<file path="config.mk">
export PLATFORM = sky130hd
export DESIGN_NAME = ccp_div_cell
export DESIGN_NICKNAME = d
export VERILOG_FILES = /design/src/hdl/ccp_pkg.sv /design/src/hdl/ccp_div_cell.sv
export SDC_FILE = /design/constraint.sdc
export NUM_CORES = 1
export LEC_CHECK = 0
export ABC_AREA = 0
export BUFFER_PORTS_ARGS = -buffer_cell sky130_fd_sc_hd__buf_2
export CAP_MARGIN = 20
export CORE_AREA = 2 2 191 193
export CTS_CLUSTER_DIAMETER = 200
export DETAILED_ROUTE_END_ITERATION = 8
export DIE_AREA = 0 0 193 195
export SETUP_SLACK_MARGIN = 0.1
export SLEW_MARGIN = 40
export SYNTH_ARGS = -nofsm -noshare
export SYNTH_HDL_FRONTEND = slang
export SYNTH_SLANG_ARGS = --single-unit
export TNS_END_PERCENT = 10
</file>
<file path="constraint.sdc">
create_clock -name clk -period 1.3 [get_ports clk]
set_input_delay 0.325 -clock clk [delete_from_list [all_inputs] [get_ports clk]]
set_output_delay 0.325 -clock clk [all_outputs]
set_load 0.005 [all_outputs]
</file>
<file path="src/hdl/ccp_pkg.sv">
package ccp_pkg;

    localparam int COORD_BITS  = 16;
    localparam int CENTRE_BITS = 50;
    localparam int RADIUS_BITS = 51;

    // front arithmetic widths
    localparam int DIFF_W = COORD_BITS + 1;
    localparam int PROD_W = 2 * DIFF_W;
    localparam int SUM_W  = PROD_W + 1;
    localparam int D_W    = PROD_W + 2;
    localparam int BIG_W  = DIFF_W + SUM_W;
    localparam int XD_W   = COORD_BITS + D_W;
    localparam int NUM_W  = ((BIG_W > XD_W) ? BIG_W : XD_W) + 2;

    // divider and root widths
    localparam int QW        = CENTRE_BITS;
    localparam int DIV_CELLS = QW;
    localparam int CTR_W     = QW + 1;
    localparam int DX_W      = QW + 2;
    localparam int MAG_W     = QW + 1;
    localparam int HALF      = (MAG_W + 1) / 2;
    localparam int HH_W      = 2 * (MAG_W - HALF);
    localparam int HL_W      = MAG_W;
    localparam int LL_W      = 2 * HALF;
    localparam int RAD_W     = 2 * RADIUS_BITS;
    localparam int REM_W     = RADIUS_BITS + 3;
    localparam int ROOT_CELLS = RADIUS_BITS;

    // port packing
    localparam int IN_W      = 6 * COORD_BITS;
    localparam int IN_PAD_W  = ((IN_W + 7) / 8) * 8;
    localparam int OUT_W     = 2 * CENTRE_BITS + RADIUS_BITS;
    localparam int OUT_PAD_W = ((OUT_W + 7) / 8) * 8;

    typedef struct packed {
        logic [D_W-1:0] rem;
        logic [QW-1:0]  acc;
    } div_lane_t;

    typedef struct packed {
        logic                         vld;
        logic                         deg;
        logic                         sgn_x;
        logic                         sgn_y;
        logic signed [COORD_BITS-1:0] x1;
        logic signed [COORD_BITS-1:0] y1;
        logic [D_W-1:0]               dmag;
        div_lane_t                    lane_x;
        div_lane_t                    lane_y;
    } div_word_t;

    typedef struct packed {
        logic                    vld;
        logic                    deg;
        logic signed [CTR_W-1:0] ox;
        logic signed [CTR_W-1:0] oy;
        logic [REM_W-1:0]        rem;
        logic [RADIUS_BITS-1:0]  root;
        logic [RAD_W-1:0]        rad;
    } root_word_t;

    // one restoring division step: shift in the next numerator bit
    function automatic div_lane_t div_step(input div_lane_t lane, input logic [D_W-1:0] dmag);
        logic [D_W:0] t;
        logic [D_W:0] diff;
        logic         ge;
        div_lane_t    res;
        t    = {lane.rem, lane.acc[QW-1]};
        diff = t - {1'b0, dmag};
        ge   = (t >= {1'b0, dmag});
        res.rem = ge ? diff[D_W-1:0] : t[D_W-1:0];
        res.acc = {lane.acc[QW-2:0], ge};
        return res;
    endfunction

endpackage

</file>
<file path="src/hdl/ccp_div_cell.sv">
module ccp_div_cell
    import ccp_pkg::*;
(
    input  logic      clk,
    input  logic      rst_n,
    input  logic      en,
    input  div_word_t din,
    output div_word_t dout
);

    div_word_t word_reg, word_next;

    // one quotient bit per cell for both axes
    always_comb
    begin
        word_next        = din;
        word_next.lane_x = div_step(din.lane_x, din.dmag);
        word_next.lane_y = div_step(din.lane_y, din.dmag);
    end

    always_ff @(posedge clk or negedge rst_n)
    begin
        if (!rst_n)
        begin
            word_reg <= '0;
        end
        else if (en)
        begin
            word_reg <= word_next;
        end
    end

    assign dout = word_reg;

endmodule

</file>
* After elaboration in Yosys (flattened, before gate mapping) *
Index checks and enable logic that the tools add are counted.

operators by class
  magnitude comparators = 2
  muxes and demuxes = 2
  add/sub/neg operators = 2

operators by type and width
  operator                                                        count
  37-bit by 36-bit greater-or-equal comparator with 1-bit output  2
  36-bit 2-to-1 mux                                               2
  36-bit subtractor                                               2

word-level totals
  register bits after elaboration = 244
  input port bits = 247
  logic and storage cells = 17
  output and inout bits = 244

* Longest topological paths before layout *
  depth after elaboration = 2
  gate-level depth with buffers = 14
  gate-level depth less buffers = 13

* Worst setup path after synthesis *
OpenSTA, ideal clock, no wires.

  path kind = input port to flip-flop
  start point = input port din[49] (netlist bit)
  end point = register word_reg (netlist bit dout[84])
  library setup time = 0.095 ns
  cell stages on the path = 12
  setup slack = -1.450 ns
  data arrival time = 2.655 ns
  data required time = 1.205 ns
  path buffers = 0
  cell sequence = inv_1 -> ha_1 -> fa_1 -> nor2b_1 -> o31a_1 -> nor3_1 -> o31ai_2 -> a211oi_1 -> o21ai_1 -> a31oi_1 -> and3b_1 -> o31ai_1

between the ends
  cells in the longest elaborated chain, start to end = 2
  elaborated cells between the ends (all ways) = 3
  classes of those cells = add/sub: 1; order compare: 1; mux: 1

ends and longest elaborated chain
  element                                                                                              RTL line                      source
  start, declared                                                                                      ccp_div_cell.sv:7             input div_word_t din,
  36-bit subtractor or 37-bit by 36-bit greater-or-equal comparator with 1-bit output (tied branches)  ccp_pkg.sv:70, ccp_pkg.sv:71
  36-bit 2-to-1 mux *                                                                                  ccp_pkg.sv:72                 res.rem = ge ? diff[D_W-1:0] : t[D_W-1:0];
  end signal, assigned                                                                                 ccp_div_cell.sv:29            word_reg <= word_next;
  end, declared                                                                                        ccp_div_cell.sv:11            div_word_t word_reg, word_next;

Every way passes the cells marked *; elsewhere a longest branch is shown, timed or not.
A chain may end at the register's enable or synchronous reset.

* Worst setup path after layout *
  start point = input port din[173] (netlist bit)
  end point = register word_reg (netlist bit dout[154])

Same word-level chain as after synthesis.

==> qor.json <==
{
  "synthesis": {
    "number_of_synthesized_register_bits": 244,
    "synthesis.instances": 1293,
    "yosys_most_used_dff": "sky130_fd_sc_hd__dfrtp_1",
    "synth_top_area_cell": "sky130_fd_sc_hd__dfrtp_1",
    "yosysWarnings": 0,
    "synth-async-reset-ratio_pct": 100,
    "yosysUniqueCellTypes": 62,
    "synth.cell_area_um2": 13600,
    "synth.avg_cell_area_um2": 10.5,
    "postSynthNetCount": 1614,
    "ys_top_cells_by_area": "sky130_fd_sc_hd__dfrtp_1 45%, sky130_fd_sc_hd__mux2_2 14%, sky130_fd_sc_hd__ha_1 6.6%, sky130_fd_sc_hd__a21oi_1 5.2%, sky130_fd_sc_hd__nor2_1 3.1%",
    "yosysSeqAreaShare_pct": 44.9,
    "synth_enable_flop_cells": 0,
    "netlist.area_leader.share_pct": 44.9
  },
  "placed_design": {
    "gp_routability_congestion": 0.910,
    "instance_area_at_placement_um2": 18900,
    "place.detailed.instances": 2489,
    "dp_wirelength_um": 39900,
    "place_worst_setup_slack_ns": -1.95,
    "io_buffers": 490
  },
  "cts": {
    "clock_path_buffers": 3,
    "clk-insertion-delay-late_ns": 0.59,
    "tritoncts": "built",
    "worst_setup_hold_path_clk_slew_ns": 0.06,
    "cts.htree.levels": 1,
    "cts-root-buf": "sky130_fd_sc_hd__clkbuf_16",
    "cts.sink_count": 244,
    "number_of_clock_buffers_inserted_by_tritoncts": 28
  },
  "final_layout": {
    "area_growth_pct": 65.9,
    "num-nets-final": 2570,
    "final_instance_count_without_filler_cells": 2737,
    "most_common_cell_after_layout_fill_and_taps_aside": "sky130_fd_sc_hd__buf_2",
    "layout_common_cells": "450 x sky130_fd_sc_hd__buf_2, 291 x sky130_fd_sc_hd__buf_4, 244 x sky130_fd_sc_hd__dfrtp_1",
    "drive_gt1_share_pct": 49.0,
    "largest_register_ffs": 244,
    "design_area_um2": 22500,
    "final_util_pct": 63.7
  },
  "power_and_ir_drop": {
    "power.density_cell_area_nw_per_um2": 1140,
    "p_leak_nw": 11.0,
    "max-vdd-ir-drop_v": 0.00110,
    "power.total_mw": 25.8
  },
  "critical_path": {
    "worstSetupStartpointType": "primary input",
    "crit_start": "din[173]",
    "timing.reg2reg.worst_path_depth": 3,
    "critPathArrivalTime_ns": 2.87,
    "crit-reg2reg-launch": "dout[84]",
    "reg2reg_to": "dout[84]",
    "timing.critical_path.required_ns": 1.75,
    "critical_path.endpoint_type": "register",
    "critical_path_class": "primary input to register",
    "setup.reg_to_reg.worst_slack_ns": 0.40,
    "timing.critical_path.fanout_max": 7
  },
  "worst_hold_path": {
    "min_path_type": "primary input to register",
    "worst_hold_path.num_cells": 2,
    "worst_hold_path.endpoint": "dout[197]",
    "min-delay-start": "din[197]"
  },
  "route": {
    "route.antenna.remaining_nets": 0,
    "detail_route.wl_per_cell_um": 19.7,
    "detailroute.via_count": 13800,
    "routed_wirelength_um": 54100,
    "drt_first_iter_violations": 523,
    "via_per_inst": 5.06,
    "drc_errors": 0,
    "drt_pre_antenna_iters": 5
  },
  "global_routing": {
    "grt_max_degree": 61,
    "globalRouteOverflowTotal": 0,
    "first_global_vias": 14600,
    "initial_antenna_violation_count": 12,
    "grt_first_pass_wirelength_um": 81600,
    "grt_usage_pct": 28.0
  },
  "sta": {
    "final_min_period_over_clock_period_pct": 187,
    "final_slew_violations": 0,
    "finalHoldWorstSlack_ns": 0.0236,
    "fin_ws_ns": -1.13,
    "hold_viol_final": 0,
    "total_of_endpoints_with_negative_setup_slack_in_the_final_report": 318,
    "rsz_0062_raised_after_global_routing": "yes",
    "slew_headroom_pct": 71.5,
    "maxClockFrequency_ghz": 0.412,
    "final.setup_skew_ns": 0,
    "timing_worst_slew_pin_value_ns": 0.425,
    "fin_tns_setup_ns": -106.97,
    "finalCriticalPeriod_ns": 2.43
  },
  "floorplanning": {
    "placementRows": 69,
    "initial_core_util_pct": 38.4,
    "die_width_um": 193,
    "die-area_um2": 37600,
    "design.core.area_um2": 35400,
    "boundaryPins": 491,
    "dieHeight_um": 195
  },
  "run": {
    "cap_viol_max_count": 0
  },
  "outcome": {
    "run_status": "finished with violations",
    "violations_in_the_final_reports": "setup timing"
  }
}
==> power breakdown <==
group | switching, mW | leakage (nW) | internal, mW
logic | 3.82 | 7.72 | 4.49
clock network | 3.45 | 0.467 | 4.84
registers | 0.605 | 2.83 | 8.58
==> logic make-up after synthesis <==
group / Yosys count / synth area share (%)
adders and majority gates: 74 / 6.93
xor gates and xnor gates: 58 / 3.74
DFF: 244 / 44.9
AOI/OAI and AO/OA: 328 / 15.0
and+or+nand+nor: 266 / 9.18
buffers and inverters: 117 / 3.43
muxes: 206 / 16.8
==> layout make-up <==
type                       count  area (um^2)
fill                        2820        12900
multi-input combinational    932         7440
timing repair buffer         985         7190
sequential                   244         6110
clock buffer                  43          837
tap                          461          577
inverter                      58          240
clock inverter                 8          125
antenna                        6         15.0
==> metal layers <==
layer  GRT usage, %  routed length [um]  vias to the layer above
met4           12.1                2890                       12
met5              0                  76                        -
met2           50.1               27300                      469
met3           5.41                2900                      135
li1               -                   -                     6552
met1           32.2               20900                     6675
==> synthesized netlist by cell type, types with 19 or more instances <==
cell type                    n
sky130_fd_sc_hd__ha_1       72
sky130_fd_sc_hd__inv_1      58
sky130_fd_sc_hd__a21oi_1   142
sky130_fd_sc_hd__dfrtp_1   244
sky130_fd_sc_hd__clkbuf_1   47
sky130_fd_sc_hd__a31oi_1    19
sky130_fd_sc_hd__xnor2_1    30
sky130_fd_sc_hd__nand2_1    47
sky130_fd_sc_hd__nor2_1    114
sky130_fd_sc_hd__mux2_2    172
sky130_fd_sc_hd__xor2_1     28
sky130_fd_sc_hd__mux2i_1    34
sky130_fd_sc_hd__a21o_1     41
sky130_fd_sc_hd__o21ai_0    48
==> how the worst max path moves through the flow <==
stage	end	slack [ns]	cells after the start
4_1_cts	dout[154]	-1.18	15
3_3_place_gp	dout[146]	-1.86	15
5_1_grt	dout[139]	-1.27	15
6_report	dout[154]	-1.13	15
2_1_floorplan	dout[147]	-1.35	13
3_5_place_dp	dout[154]	-1.95	15
==> what timing repair did <==
item | 4_1_cts | 5_1_grt
cloned | 3 | 0
resized for setup | 98 | 59
hold buffers | 167 | 0
pin swaps | 52 | 50
endpoints found under the hold margin | 410 | 0
buffers inserted | 13 | 9
setup endpoints to repair | 318 | 318
==> critical path, stage by stage <==
cell	delay, ns
sky130_fd_sc_hd__buf_12	0.11
sky130_fd_sc_hd__inv_12	0.04
sky130_fd_sc_hd__ha_4	0.18
sky130_fd_sc_hd__nor2b_4	0.12
sky130_fd_sc_hd__o31a_1	0.28
sky130_fd_sc_hd__o31a_1	0.29
sky130_fd_sc_hd__o211ai_2	0.27
sky130_fd_sc_hd__a31oi_4	0.15
sky130_fd_sc_hd__a21oi_2	0.20
sky130_fd_sc_hd__o31ai_2	0.09
sky130_fd_sc_hd__o22ai_4	0.18
sky130_fd_sc_hd__buf_12	0.20
sky130_fd_sc_hd__buf_12	0.14
sky130_fd_sc_hd__mux2i_2	0.20
sky130_fd_sc_hd__a21oi_1	0.09
No activity file was read; power rests on OpenSTA's default activity.
