`src/hdl/ccp_pkg.sv`:
```
package ccp_pkg;

    localparam int COORD_BITS  = 16;
    localparam int CENTRE_BITS = 50;
    localparam int RADIUS_BITS = 51;

    // front arithmetic widths
    localparam int DIFF_W = COORD_BITS + 1;
    localparam int PROD_W = 2 * DIFF_W;
    localparam int SUM_W  = PROD_W + 1;
    localparam int D_W    = PROD_W + 2;
    localparam int BIG_W  = DIFF_W + SUM_W;
    localparam int XD_W   = COORD_BITS + D_W;
    localparam int NUM_W  = ((BIG_W > XD_W) ? BIG_W : XD_W) + 2;

    // divider and root widths
    localparam int QW        = CENTRE_BITS;
    localparam int DIV_CELLS = QW;
    localparam int CTR_W     = QW + 1;
    localparam int DX_W      = QW + 2;
    localparam int MAG_W     = QW + 1;
    localparam int HALF      = (MAG_W + 1) / 2;
    localparam int HH_W      = 2 * (MAG_W - HALF);
    localparam int HL_W      = MAG_W;
    localparam int LL_W      = 2 * HALF;
    localparam int RAD_W     = 2 * RADIUS_BITS;
    localparam int REM_W     = RADIUS_BITS + 3;
    localparam int ROOT_CELLS = RADIUS_BITS;

    // port packing
    localparam int IN_W      = 6 * COORD_BITS;
    localparam int IN_PAD_W  = ((IN_W + 7) / 8) * 8;
    localparam int OUT_W     = 2 * CENTRE_BITS + RADIUS_BITS;
    localparam int OUT_PAD_W = ((OUT_W + 7) / 8) * 8;

    typedef struct packed {
        logic [D_W-1:0] rem;
        logic [QW-1:0]  acc;
    } div_lane_t;

    typedef struct packed {
        logic                         vld;
        logic                         deg;
        logic                         sgn_x;
        logic                         sgn_y;
        logic signed [COORD_BITS-1:0] x1;
        logic signed [COORD_BITS-1:0] y1;
        logic [D_W-1:0]               dmag;
        div_lane_t                    lane_x;
        div_lane_t                    lane_y;
    } div_word_t;

    typedef struct packed {
        logic                    vld;
        logic                    deg;
        logic signed [CTR_W-1:0] ox;
        logic signed [CTR_W-1:0] oy;
        logic [REM_W-1:0]        rem;
        logic [RADIUS_BITS-1:0]  root;
        logic [RAD_W-1:0]        rad;
    } root_word_t;

    // one restoring division step: shift in the next numerator bit
    function automatic div_lane_t div_step(input div_lane_t lane, input logic [D_W-1:0] dmag);
        logic [D_W:0] t;
        logic [D_W:0] diff;
        logic         ge;
        div_lane_t    res;
        t    = {lane.rem, lane.acc[QW-1]};
        diff = t - {1'b0, dmag};
        ge   = (t >= {1'b0, dmag});
        res.rem = ge ? diff[D_W-1:0] : t[D_W-1:0];
        res.acc = {lane.acc[QW-2:0], ge};
        return res;
    endfunction

endpackage

```
`src/hdl/ccp_root_cell.sv`:
```
module ccp_root_cell
    import ccp_pkg::*;
(
    input  logic       clk,
    input  logic       rst_n,
    input  logic       en,
    input  root_word_t din,
    output root_word_t dout
);

    root_word_t       word_reg, word_next;
    logic [REM_W-1:0] t;
    logic [REM_W-1:0] trial;
    logic             ge;

    // one root bit per cell: bring down two radicand bits, try root*4+1
    always_comb
    begin
        t         = {din.rem[REM_W-3:0], din.rad[RAD_W-1 -: 2]};
        trial     = REM_W'({din.root, 2'b01});
        ge        = (t >= trial);
        word_next      = din;
        word_next.rem  = ge ? (t - trial) : t;
        word_next.root = {din.root[RADIUS_BITS-2:0], ge};
        word_next.rad  = din.rad << 2;
    end

    always_ff @(posedge clk or negedge rst_n)
    begin
        if (!rst_n)
        begin
            word_reg <= '0;
        end
        else if (en)
        begin
            word_reg <= word_next;
        end
    end

    assign dout = word_reg;

endmodule

```
`config.mk`:
```
export PLATFORM = sky130hd
export DESIGN_NAME = ccp_root_cell
export DESIGN_NICKNAME = d
export VERILOG_FILES = /design/src/hdl/ccp_pkg.sv /design/src/hdl/ccp_root_cell.sv
export SDC_FILE = /design/constraint.sdc
export NUM_CORES = 1
export LEC_CHECK = 0
export BUFFER_PORTS_ARGS = -buffer_cell sky130_fd_sc_hd__buf_2
export CAP_MARGIN = 20
export CORE_AREA = 3 3 239 241
export DETAILED_ROUTE_END_ITERATION = 8
export DIE_AREA = 0 0 242 244
export RECOVER_POWER = 50
export SYNTH_ARGS = -nofsm -noshare
export SYNTH_HDL_FRONTEND = slang
export SYNTH_SLANG_ARGS = --single-unit
```
`constraint.sdc`:
```
create_clock -name clk -period 2 [get_ports clk]
set_clock_uncertainty 0.05 [all_clocks]
set_input_delay 0.1 -clock clk [delete_from_list [all_inputs] [get_ports clk]]
set_output_delay 0.1 -clock clk [all_outputs]
set_load 0.005 [all_outputs]
```
======== Word-level counts from Yosys, hierarchy flattened ========
Cells that the tools add are included.
cells by class
  $add $sub $neg .......................... 1
  order comparisons ....................... 1
  multiplexer cells ....................... 1
operators by type and width
  kind                                          number
  greater-or-equal comparator 54 x 53 -> 1 bit  1
  two-way mux 54 bit                            1
  subtractor 54 x 53 -> 54 bit                  1
word-level totals
  register bits ........................... 309
  input port bits ......................... 314
  output and inout port bits .............. 311
  word-level logic and storage cells ...... 10

======== Depth between registers and ports, before layout ========
Gate-level depths: netlist of the first run.
  depth after elaboration ................. 2
  depth in mapped cells ................... 14
  depth with buffers taken out ............ 11

======== Worst setup path after synthesis of the first run ========
No wires, ideal clock.
  path type ............................... input to register
  start point ............................. in din[112] in the netlist's numbering
  end point ............................... reg word_reg (netlist bit dout[161])
  setup time .............................. 0.137 ns
  data arrival time ....................... 2.656 ns
  data required time ...................... 1.813 ns
  slack ................................... -0.843 ns
  cell stages on the path ................. 14
  path buffers ............................ 3
  path through ............................ inv_1 ha_1 buf_2 and4_1 or4b_1 a21o_1 a2111oi_2 nor3_1 a21bo_2 a21oi_2 buf_6 buf_6 mux2i_1 a21oi_1
on the way
  cells in the longest elaborated chain, start to end .. 2
RTL lines
  what                                          RTL line             source
  from (decl)                                   ccp_root_cell.sv:7   input root_word_t din,
  greater-or-equal comparator 54 x 53 -> 1 bit  ccp_root_cell.sv:21  ge = (t >= trial);
  two-way mux 54 bit                            ccp_root_cell.sv:23  word_next.rem = ge ? (t - trial) : t;
  to (signal assigned)                          ccp_root_cell.sv:36  word_reg <= word_next;
  to (decl)                                     ccp_root_cell.sv:11  root_word_t word_reg, word_next;
No other way between the ends.
A chain may end at the register's enable or synchronous reset.

======== Worst setup path in the final report of the first run ========
  start point ............................. in din[112] in the netlist's numbering
  end point ............................... reg word_reg (netlist bit dout[186])
on the way
  cells in the longest elaborated chain, start to end .. 2
  elaborated cells on any way between the ends .. 3
  classes of those cells .................. add/sub (1); order compare (1); mux (1)
RTL lines
  what                                                                                          RTL line
  subtractor 54 x 53 -> 54 bit or greater-or-equal comparator 54 x 53 -> 1 bit (tied branches)  ccp_root_cell.sv:23, ccp_root_cell.sv:21
  two-way mux 54 bit (*)                                                                        ccp_root_cell.sv:23
Mark *: on every way between the ends. The rest lies on a longest branch, timed or not.

==> run metrics, run 1 <==
status=complete, but fails checks; failing checks=max-capacitance violations, max-slew violations, negative setup slack; share of the synthesized area in the top cell type=0.506; Tightest Hold Check Type=input pin to flop; Worst Reg-to-Reg Cells=2; WP data required=2340 ps; Final Wtd Congestion=0.866; Via density=4.61; post-synthesis register bit count=309; die area=0.0590 mm2; Largest register FFs=309; Top Family by Delay on Critical Path=compound AO/OA/AOI/OAI gates; max_cap viols=1; Hold Vio Cnt, Final=0; Placed Instances=approximately 2,900; worst hold start=din[196]; Cell Rows=86; CP Max Fanout=7; vias in the first global route=between 15,000 and 20,000; Power Total=20,300 uW; PortBufs=620; gr usage total=0.217; die height=244 um; fmax=0.404 GHz; worst-case clock buffer depth=3; final core utilization=0.482; P_leak=roughly 0.013 uW; Post-Syn Instances=1,327; Post-synth EDFFs=0; CTS H-tree lvls=2; CORE AREA=0.0551 mm2; first-pass GRT wire length=99,600 um; remaining global-route overflow=0; Worst setup EP type=flop; total length of routed wires=66,300 um; largest net degree at the start of global routing=97; Die Wd=242 um; post-route ant nets=0; CTS Buf Count=37; crit-path cells=buf_8, inv_6, ha_4, and4_4, or4b_4, a21o_4, a2111oi_4, nor3_4, a21bo_4, a21oi_4, buf_8, buf_12, mux2i_1, a21oi_1; Max-slew headroom=-0.173; final std cells w/o fill=3,288; Critical-path top delay cell=or4b_4; Hold Path Stages=5; RSZ-0062 raised after global routing=yes; number of distinct library cells after synthesis=62; clk slew on worst S/H paths=~60 ps; worst slack at placement=-1270 ps; DR vias=15,200; Final #Nets=~2,900; Power Density=762 mW/mm2; Primary FF master, synth=dfrtp_1; yosys warns=0; Cell Area, Synth=0.0153 mm2; R2R Setup Slk=650 ps; Crit Reg-Reg Endpoint=dout[301]$_DFFE_PN0P_; initial antenna violation count=10; critical path's most frequent cell=buf_8; maximum VDD drop=0.000665 V; setup tns final=-23,180 ps; Area Growth Syn to Fin=74.0%; ys async rst share=1.00; reg-to-reg startpoint=dout[301]$_DFFE_PN0P_; DR pass1 iterations=5; Crit Path Category=input pin to flop; Slew @ Worst Pin=1760 ps; CP peak stage delay=460 ps; Root Driver=clkbuf_16; CTS tree=built; detailed router's first-iteration violation count=~720; area leader, netlist=dfrtp_1; Post-Syn Area per Cell=11.5 um2; top-count cell post-synth=dfrtp_1; final period utilization=1.24; CP arrival=2810 ps; Final Critical Period=2470 ps; sequential area share after synthesis=0.506; routed len/inst=around 20 um; Post-synth top cells=309 x dfrtp_1, 256 x mux2_2, 95 x a21oi_1, 75 x inv_1, 74 x nand2_1; Post-DP HPWL=between 40,000 and 50,000 um; drt drc=0; Hold Path End=dout[198]$_DFFE_PN0P_; ratio of cells with drive above 1 in the final layout=0.527; IO Pins=625; Initial Utilization=0.277; Final setup viols=55; post-route setup slack=-474 ps; Sink Count=309; CP startpoint kind=input pin; synth top area cells=dfrtp_1 51%, mux2_2 19%, ha_1 4.3%, a21oi_1 3.1%, mux2i_1 2.0%; Clk Latency, worst-skew pair=approximately 540 ps; Slew Limit Fails=51; filler cell count=4,925; CP bufs+invs=4
[power by group]
group          leakage [uW]  switching, uW  internal, uW
logic               0.00845           2650          3040
clock network      0.000630           2780          4340
registers           0.00360            437          7000
total                0.0127           5870         14400
[repair_timing]
action                                 CTS  global route
buffers inserted                         5            15
setup endpoints to repair               55            55
gates resized for setup                 58            94
gates cloned                             3             1
pin swaps                               38            49
hold buffers                           307             0
endpoints found under the hold margin  612             0
[stage by stage]
stage	hold slack [ps]	area (um2)
2_1_floorplan	-246	15500
6_report	50.8	26600
3_3_place_gp	45.0	21300
5_1_grt	33.5	26600
3_5_place_dp	45.9	21300
4_1_cts	2.79	26100
[worst min-delay path, cell delays in order]
cell and delay [ps]:
buf_2 100, buf_4 100, nand2_1 70, a2bb2oi_2 160
o21ai_1 60
[metal layers]
metal,wire length (um),global-route usage,part of all wire
met1,24600,0.235,0.37
met2,34700,0.401,0.52
met3,3920,0.0519,0.059
met4,3060,0.0958,0.046
met5,13,0,0.00020
[worst max-delay path by stage]
stage / from / to / slack (ps) / depth (start not counted)
after floorplan: din[114] / dout[164]$_DFFE_PN0P_ / -760 / 14
after global placement: din[109] / dout[201]$_DFFE_PN0P_ / -1200 / 16
after detailed placement: din[114] / dout[174]$_DFFE_PN0P_ / -1270 / 15
after CTS: din[112] / dout[197]$_DFFE_PN0P_ / -560 / 14
after global routing: din[113] / dout[172]$_DFFE_PN0P_ / -530 / 14
final: din[112] / dout[186]$_DFFE_PN0P_ / -470 / 14
[cell usage in the layout, fill, tap and decap left out, types with 13 or more instances in the layout]
cell	count
buf_2	608
a21oi_1	83
buf_12	14
nor2_1	64
inv_1	64
mux2i_1	28
buf_6	16
ha_4	17
dlygate4sd3_1	307
o21ai_0	32
o21bai_1	14
clkbuf_16	38
buf_4	253
a21o_1	18
xor2_1	19
dfrtp_1	309
mux2_2	254
nand2_1	62
xnor2_1	23
o21ai_1	13
ha_1	36
nand4_1	27
[area by class of cell]
type	count	area, um2	area share
diodes	9	22.5	0.000848
clock buffers	49	1050	0.0396
clock inverters	16	219	0.00824
inverters	75	302	0.0114
multi-input cells	869	7640	0.288
flip-flops and latches	309	7730	0.291
well taps	748	936	0.0352
repair buffers	1213	8660	0.326
[logic make-up after synthesis]
group / count (synthesis) / synth area share
multiplexers: 286 / 0.208
AO/OA/AOI/OAI: 255 / 0.105
AND/OR/NAND/NOR: 230 / 0.0706
other: 1 / 0.000246
XOR/XNOR: 43 / 0.0247
buffers and inverters: 150 / 0.0406
flip-flops: 309 / 0.506
adder cells (fa/ha/maj): 53 / 0.0434
Note: power is estimated with default switching activity, not from simulation.
==> run 2: changes to the inputs <==
--- a/config.mk
+++ b/config.mk
@@ -10,6 +10,7 @@
 export CORE_AREA = 3 3 239 241
 export DETAILED_ROUTE_END_ITERATION = 8
 export DIE_AREA = 0 0 242 244
+export MAX_ROUTING_LAYER = met4
 export RECOVER_POWER = 50
 export SYNTH_ARGS = -nofsm -noshare
 export SYNTH_HDL_FRONTEND = slang
==> run 2 against run 1 <==
- the run ends with negative setup slack left
- combinational power up 1%
- count of clock-buffer cells in the layout fell by 2
- non-clock buffer count increased by 23
- register-to-register slack lost 70 ps
- final cell count up 0.91%
- power rose by 0.56%
- design area is 0.94% higher
- critical path depth is the same
==> run metrics, run 2 (synthesis results as in run 1) <==
CP arrival=2890 ps (+80 ps); maximum VDD drop=0.000738 V (+11%); commonest non-fill, non-tap cells in the layout=608 x buf_2, 332 x dlygate4sd3_1, 309 x dfrtp_1, 256 x mux2_2, 254 x buf_4; first-pass GRT wire length=99,900 um (+0.29%); DP Area=0.0213 mm2 (about the same); DR pass1 iterations=5 (unchanged); RSZ-0062 raised after global routing=yes; CTS H-tree lvls=2 (unchanged); Power Total=20,400 uW (+0.56%); CTS tree=built; Slew Limit Fails=0 (-100%); Final #Nets=2,895 (+0.80%); Via density=4.63 (+0.35%); CORE AREA=0.0551 mm2 (unchanged); most common cell after layout, fill and taps aside=buf_2; Hold Path Stages=5 (unchanged); internal power=14,300 uW (-0.73%); Tightest Hold Check Type=input pin to flop; PortBufs=620 (unchanged); Worst Reg-to-Reg Cells=2 (unchanged); WL met1=24,500 um (-0.40%); total length of routed wires=67,300 um (+1.4%); gr usage total=0.225 (+0.00779); worst-case clock buffer depth=3 (unchanged); Final setup viols=55 (unchanged); post-route ant nets=0 (unchanged); Power Density=759 mW/mm2 (-0.38%); drt drc=0 (unchanged); status=complete, but fails checks; Crit Path Category=input pin to flop; IO Pins=625 (unchanged); met3 routed WL=3900 um (-0.66%); initial antenna violation count=15 (+5); CP startpoint kind=input pin; Clk Latency, worst-skew pair=560 ps (+20 ps); Final Wtd Congestion=0.896 (+3.4%); final period utilization=1.27 (+0.0289); die height=244 um (unchanged); fin area=0.0268 mm2 (+0.94%); combinational share of power=0.283 (+0.002); Final Critical Period=2530 ps (+57.8 ps); routed len/inst=20.3 um (+0.53%); Sw Share=0.299 (+0.00905); CP Max Fanout=8 (+1); R2R Setup Slk=580 ps (-70 ps); fmax=0.395 GHz (-2.3%); DR vias=15,400 (+1.3%); Sink Count=309 (unchanged); uppermost layer routed=met4; met2 wire length=34,600 um (-0.14%); Worst setup EP type=flop; power share of the sequential group=0.366 (about the same); ratio of cells with drive above 1 in the final layout=0.516 (-0.0114); Cell Rows=86 (unchanged); P_leak=0.0127 uW (+0.50%); Hold Vio Cnt, Final=0 (unchanged); Switch Pwr=6090 uW (+3.7%); clock power share=0.350 (-0.002); largest net degree at the start of global routing=95 (-2.1%); remaining global-route overflow=0 (unchanged); Slew @ Worst Pin=1200 ps (-559 ps); Largest register FFs=309 (unchanged); Max-slew headroom=0.200 (+0.373); Initial Utilization=0.277 (unchanged); filler cell count=4,952 (+0.55%); clk slew on worst S/H paths=60 ps (about the same); Root Driver=clkbuf_16; die area=0.0590 mm2 (unchanged); Post-DP HPWL=48,900 um (-0.21%); detailed router's first-iteration violation count=585 (-19%); Die Wd=242 um (unchanged); WP data required=2360 ps (+20 ps); Area Growth Syn to Fin=75.6%; CTS Buf Count=37 (unchanged); failing checks=negative setup slack; max_cap viols=0 (-1); vias in the first global route=17,100 (+2.7%); post-route setup slack=-532 ps (-57.8 ps); setup tns final=-24,330 ps (-1150 ps)
run 2: cell count changes in the layout (fill, tap and decap cells not counted), sizes merged:
cell and delta:
dlygate4sd3 +25, clkinv +4, diode +5, clkbuf -3
inv +1, bufinv -1, buf -1
run 2: timing repair:
item,in CTS,in global routing
gates cloned,3,2
buffers inserted,6,8
pin swaps,24,46
setup endpoints to repair,55,55
hold buffers,332,0
gates resized for setup,52,84
hold endpoints to repair,579,0
run 2: layout make-up:
cell class	count	area [um2]	share of cell area
Multi-Input combinational cell	869	7610	0.284
Clock inverter	20	282	0.0105
Clock buffer	47	1010	0.0378
Tap cell	748	936	0.0349
Timing Repair Buffer	1236	8900	0.332
Antenna cell	14	35.0	0.00131
Sequential cell	309	7730	0.288
Inverter	75	304	0.0113
run 2: per-layer routing:
layer / track usage / vias up
met5: - / -
met1: 0.230 / 7525
li1: - / 7149
met2: 0.391 / 534
met3: 0.0521 / 156
met4: 0.138 / 0
run 2: through the flow:
stage / utilization / worst slack [ps] / hold WS (ps) / std cells
2_1_floorplan: - / -755 / -246 / 1328
3_3_place_gp: 0.387 / -1220 / 99.0 / 2889
3_5_place_dp: 0.387 / -1310 / 93.9 / 2889
4_1_cts: 0.477 / -552 / 31.1 / 3296
5_1_grt: 0.487 / -555 / 43.9 / 3318
6_report: 0.487 / -532 / 17.8 / 3318
run 2: power by group through the flow:
| stage | registers [uW] | clock network (uW) | logic (uW) |
|---|---|---|---|
| after global routing | 7540 | 7550 | 6210 |
| after global placement | 7490 | 0 | 4720 |
| after CTS | 7430 | 7320 | 5550 |
| after floorplan | 7530 | 0 | 2030 |
| after detailed placement | 7520 | 0 | 4770 |
| final | 7460 | 7140 | 5760 |
run 2: critical path, stage by stage:
cell,delay (ps)
buf_8,80
inv_6,30
ha_4,250
and4_4,220
or4b_4,460
a21o_1,230
a2111oi_4,330
nor3_2,120
a21bo_4,240
a21oi_4,160
buf_6,180
buf_12,160
mux2i_4,240
a21oi_2,80
run 2: path summary, 6_finish.rpt:
path,from,endpoint
setup / recovery,din[112],dout[173]$_DFFE_PN0P_
hold / removal,din[187],dout[189]$_DFFE_PN0P_
setup reg to reg,dout[231]$_DFFE_PN0P_,dout[231]$_DFFE_PN0P_
hold reg to reg,dout[260]$_DFFE_PN0P_,dout[260]$_DFFE_PN0P_
max in group asynchronous,rst_n,dout[165]$_DFFE_PN0P_
min in group asynchronous,rst_n,dout[183]$_DFFE_PN0P_
==> run 3: changes to the inputs <==
--- a/config.mk
+++ b/config.mk
@@ -7,9 +7,9 @@
 export LEC_CHECK = 0
 export BUFFER_PORTS_ARGS = -buffer_cell sky130_fd_sc_hd__buf_2
 export CAP_MARGIN = 20
-export CORE_AREA = 3 3 239 241
+export CORE_AREA = 3 3 242 244
 export DETAILED_ROUTE_END_ITERATION = 8
-export DIE_AREA = 0 0 242 244
+export DIE_AREA = 0 0 245 247
 export MAX_ROUTING_LAYER = met4
 export RECOVER_POWER = 50
 export SYNTH_ARGS = -nofsm -noshare
==> constraint.sdc (replaced) <==
create_clock -name clk -period 2.4 [get_ports clk]
set_clock_uncertainty 0.05 [all_clocks]
set_input_delay 0.12 -clock clk [delete_from_list [all_inputs] [get_ports clk]]
set_output_delay 0.12 -clock clk [all_outputs]
set_load 0.005 [all_outputs]
==> run 3 against run 2 <==
- the flow finishes with violations (max-capacitance violations, max-slew violations, negative setup slack)
- count of clock-buffer cells in the layout decreased by 2
- largest power group unchanged
- setup slack improved by 390 ps
- largest cell class unchanged
- die area rose by 2.5%
==> run metrics, run 3 (synthesis results as in run 1) <==
initial antenna violation count=7 (-8); ratio of cells with drive above 1 in the final layout=0.478 (-0.0379); Final setup viols=54 (-1.8%); CP peak stage delay=460 ps (about the same); first-pass GRT wire length=99,200 um (-0.72%); Root Driver=clkbuf_16; post-route setup slack=-145 ps (+387 ps); most common cell after layout, fill and taps aside=buf_2; Sink Count=309 (unchanged); Slew Limit Fails=59 (+59); filler cell count=5,135 (+3.7%); commonest non-fill, non-tap cells in the layout=531 x buf_2, 329 x dlygate4sd3_1, 309 x dfrtp_1, 255 x mux2_2, 219 x buf_4; die height=247 um (+1.2%); Hold Vio Cnt, Final=0 (unchanged); CP startpoint kind=input pin; Clk Latency, worst-skew pair=540 ps (-20 ps); worst slack at placement=-891 ps (+422 ps); Critical-path top delay cell=or4b_4; CORE AREA=0.0565 mm2 (+2.5%); remaining global-route overflow=0 (unchanged); Slew @ Worst Pin=1850 ps (+647 ps); Area Growth Syn to Fin=72.5%; Max-slew headroom=-0.231 (-0.431); maximum VDD drop=0.000469 V (-36%); Top Family by Delay on Critical Path=compound AO/OA/AOI/OAI gates; Crit Path Category=input pin to flop; Initial Utilization=0.270 (-0.00688); Tightest Hold Check Type=input pin to flop; RSZ-0062 raised after global routing=yes; final period utilization=1.06; DP Area=0.0211 mm2 (-1.1%); Power Density=637 mW/mm2 (-16%); Final Wtd Congestion=0.896 (about the same); max_cap viols=1 (+1); CP bufs+invs=5 (+1); Final Critical Period=about 2500 ps; largest net degree at the start of global routing=88 (-7.4%); status=complete, but fails checks; failing checks=max-capacitance violations, max-slew violations, negative setup slack; DR pass1 iterations=5 (unchanged); Die Wd=245 um (+1.2%); routed len/inst=20.2 um (-0.23%); crit-path cells=buf_8, inv_6, ha_4, and4_4, or4b_4, a21o_1, a2111oi_4, nor3_4, a21bo_4, a21oi_4, buf_12, buf_12, buf_16, a2bb2oi_1, o21ai_1; vias in the first global route=16,600 (-2.8%); DR vias=15,200 (-1.2%); Largest register FFs=309 (unchanged); gr usage total=0.219 (-0.00562); fmax=0.393 GHz; CP arrival=2920 ps (+30 ps); Cell Rows=87 (+1.2%); Worst setup EP type=flop; Via density=4.62 (-0.19%); CTS tree=built; drt drc=0 (unchanged); die area=0.0605 mm2 (+2.5%); clk slew on worst S/H paths=60 ps (about the same); IO Pins=625 (unchanged); Final #Nets=2,863 (-1.1%); WP data required=2780 ps (+420 ps); final core utilization=0.466 (-0.0205); CTS Buf Count=37 (unchanged); detailed router's first-iteration violation count=647 (+11%); CTS H-tree lvls=2 (unchanged); PortBufs=620 (unchanged); fin area=0.0263 mm2 (-1.8%); total length of routed wires=66,400 um (-1.3%); critical path's most frequent cell=buf_12; Post-DP HPWL=49,500 um (+1.2%); worst-case clock buffer depth=3 (unchanged); CP Max Fanout=8 (unchanged); post-route ant nets=0 (unchanged); P_leak=0.0124 uW (-2.8%)
[run 3: changes by cell type in the layout (fill, tap and decap cells not counted), sizes merged]
cell	delta
dlygate4sd3	-3
clkinv	-1
clkbuf	+82
diode	-7
buf	-113
inv	-1
[run 3: layer usage]
layer | track usage | share of wire | up-vias
li1 | - | - | 7076
met1 | 0.234 | 0.38 | 7424
met2 | 0.391 | 0.52 | 534
met3 | 0.0459 | 0.058 | 139
met4 | 0.0967 | 0.048 | 0
met5 | - | 0 | -
[run 3: path summary, 6_finish.rpt]
path                                  startpoint                    end  slack [ps]  depth (start not counted)
setup / recovery                        din[112]  dout[190]$_DFFE_PN0P_        -140                         15
hold / removal                          din[188]  dout[190]$_DFFE_PN0P_          70                          4
setup reg to reg           dout[108]$_DFFE_PN0P_  dout[108]$_DFFE_PN0P_        1000                          2
hold reg to reg            dout[185]$_DFFE_PN0P_  dout[185]$_DFFE_PN0P_         440                          2
max in group asynchronous                  rst_n  dout[237]$_DFFE_PN0P_         310                          3
min in group asynchronous                  rst_n  dout[197]$_DFFE_PN0P_         570                          2
[run 3: power breakdown]
group	switching, uW	internal, uW	total (uW)
logic	2200	2500	4690
clock network	2370	3500	5880
registers	373	5830	6210
total	4940	11800	16800
[run 3: cell type report]
type,count,area (um2),area share
well taps,756,946,0.0359
flip-flops and latches,309,7730,0.294
inverters,75,304,0.0115
clock inverters,18,238,0.00903
repair buffers,1204,8560,0.325
diodes,7,17.5,0.000665
clock buffers,45,1030,0.0390
multi-input cells,869,7510,0.285
[run 3: stage by stage]
stage	instances	hold WS [ps]	setup TNS, ps	total power, uW
after floorplan	1328	-226	-18640	7970
after global placement	2857	84.4	-41270	10100
after detailed placement	2857	82.9	-43490	10200
after CTS	3273	49.4	-6450	16900
after global routing	3282	49.9	-9610	17600
final	3283	68.5	-5080	16800
[run 3: worst min-delay path, cell delays in order]
cell,delay [ps]
buf_2,100
ha_2,210
xnor2_1,130
o21ai_1,60
[run 3: what timing repair did]
item | 4_1_cts | 5_1_grt
hold endpoints to repair | 458 | 0
hold buffers | 329 | 0
gates resized for setup | 87 | 43
buffers inserted | 21 | 5
endpoints found under the setup margin | 55 | 55
pin swaps | 35 | 38
cloned | 4 | 1
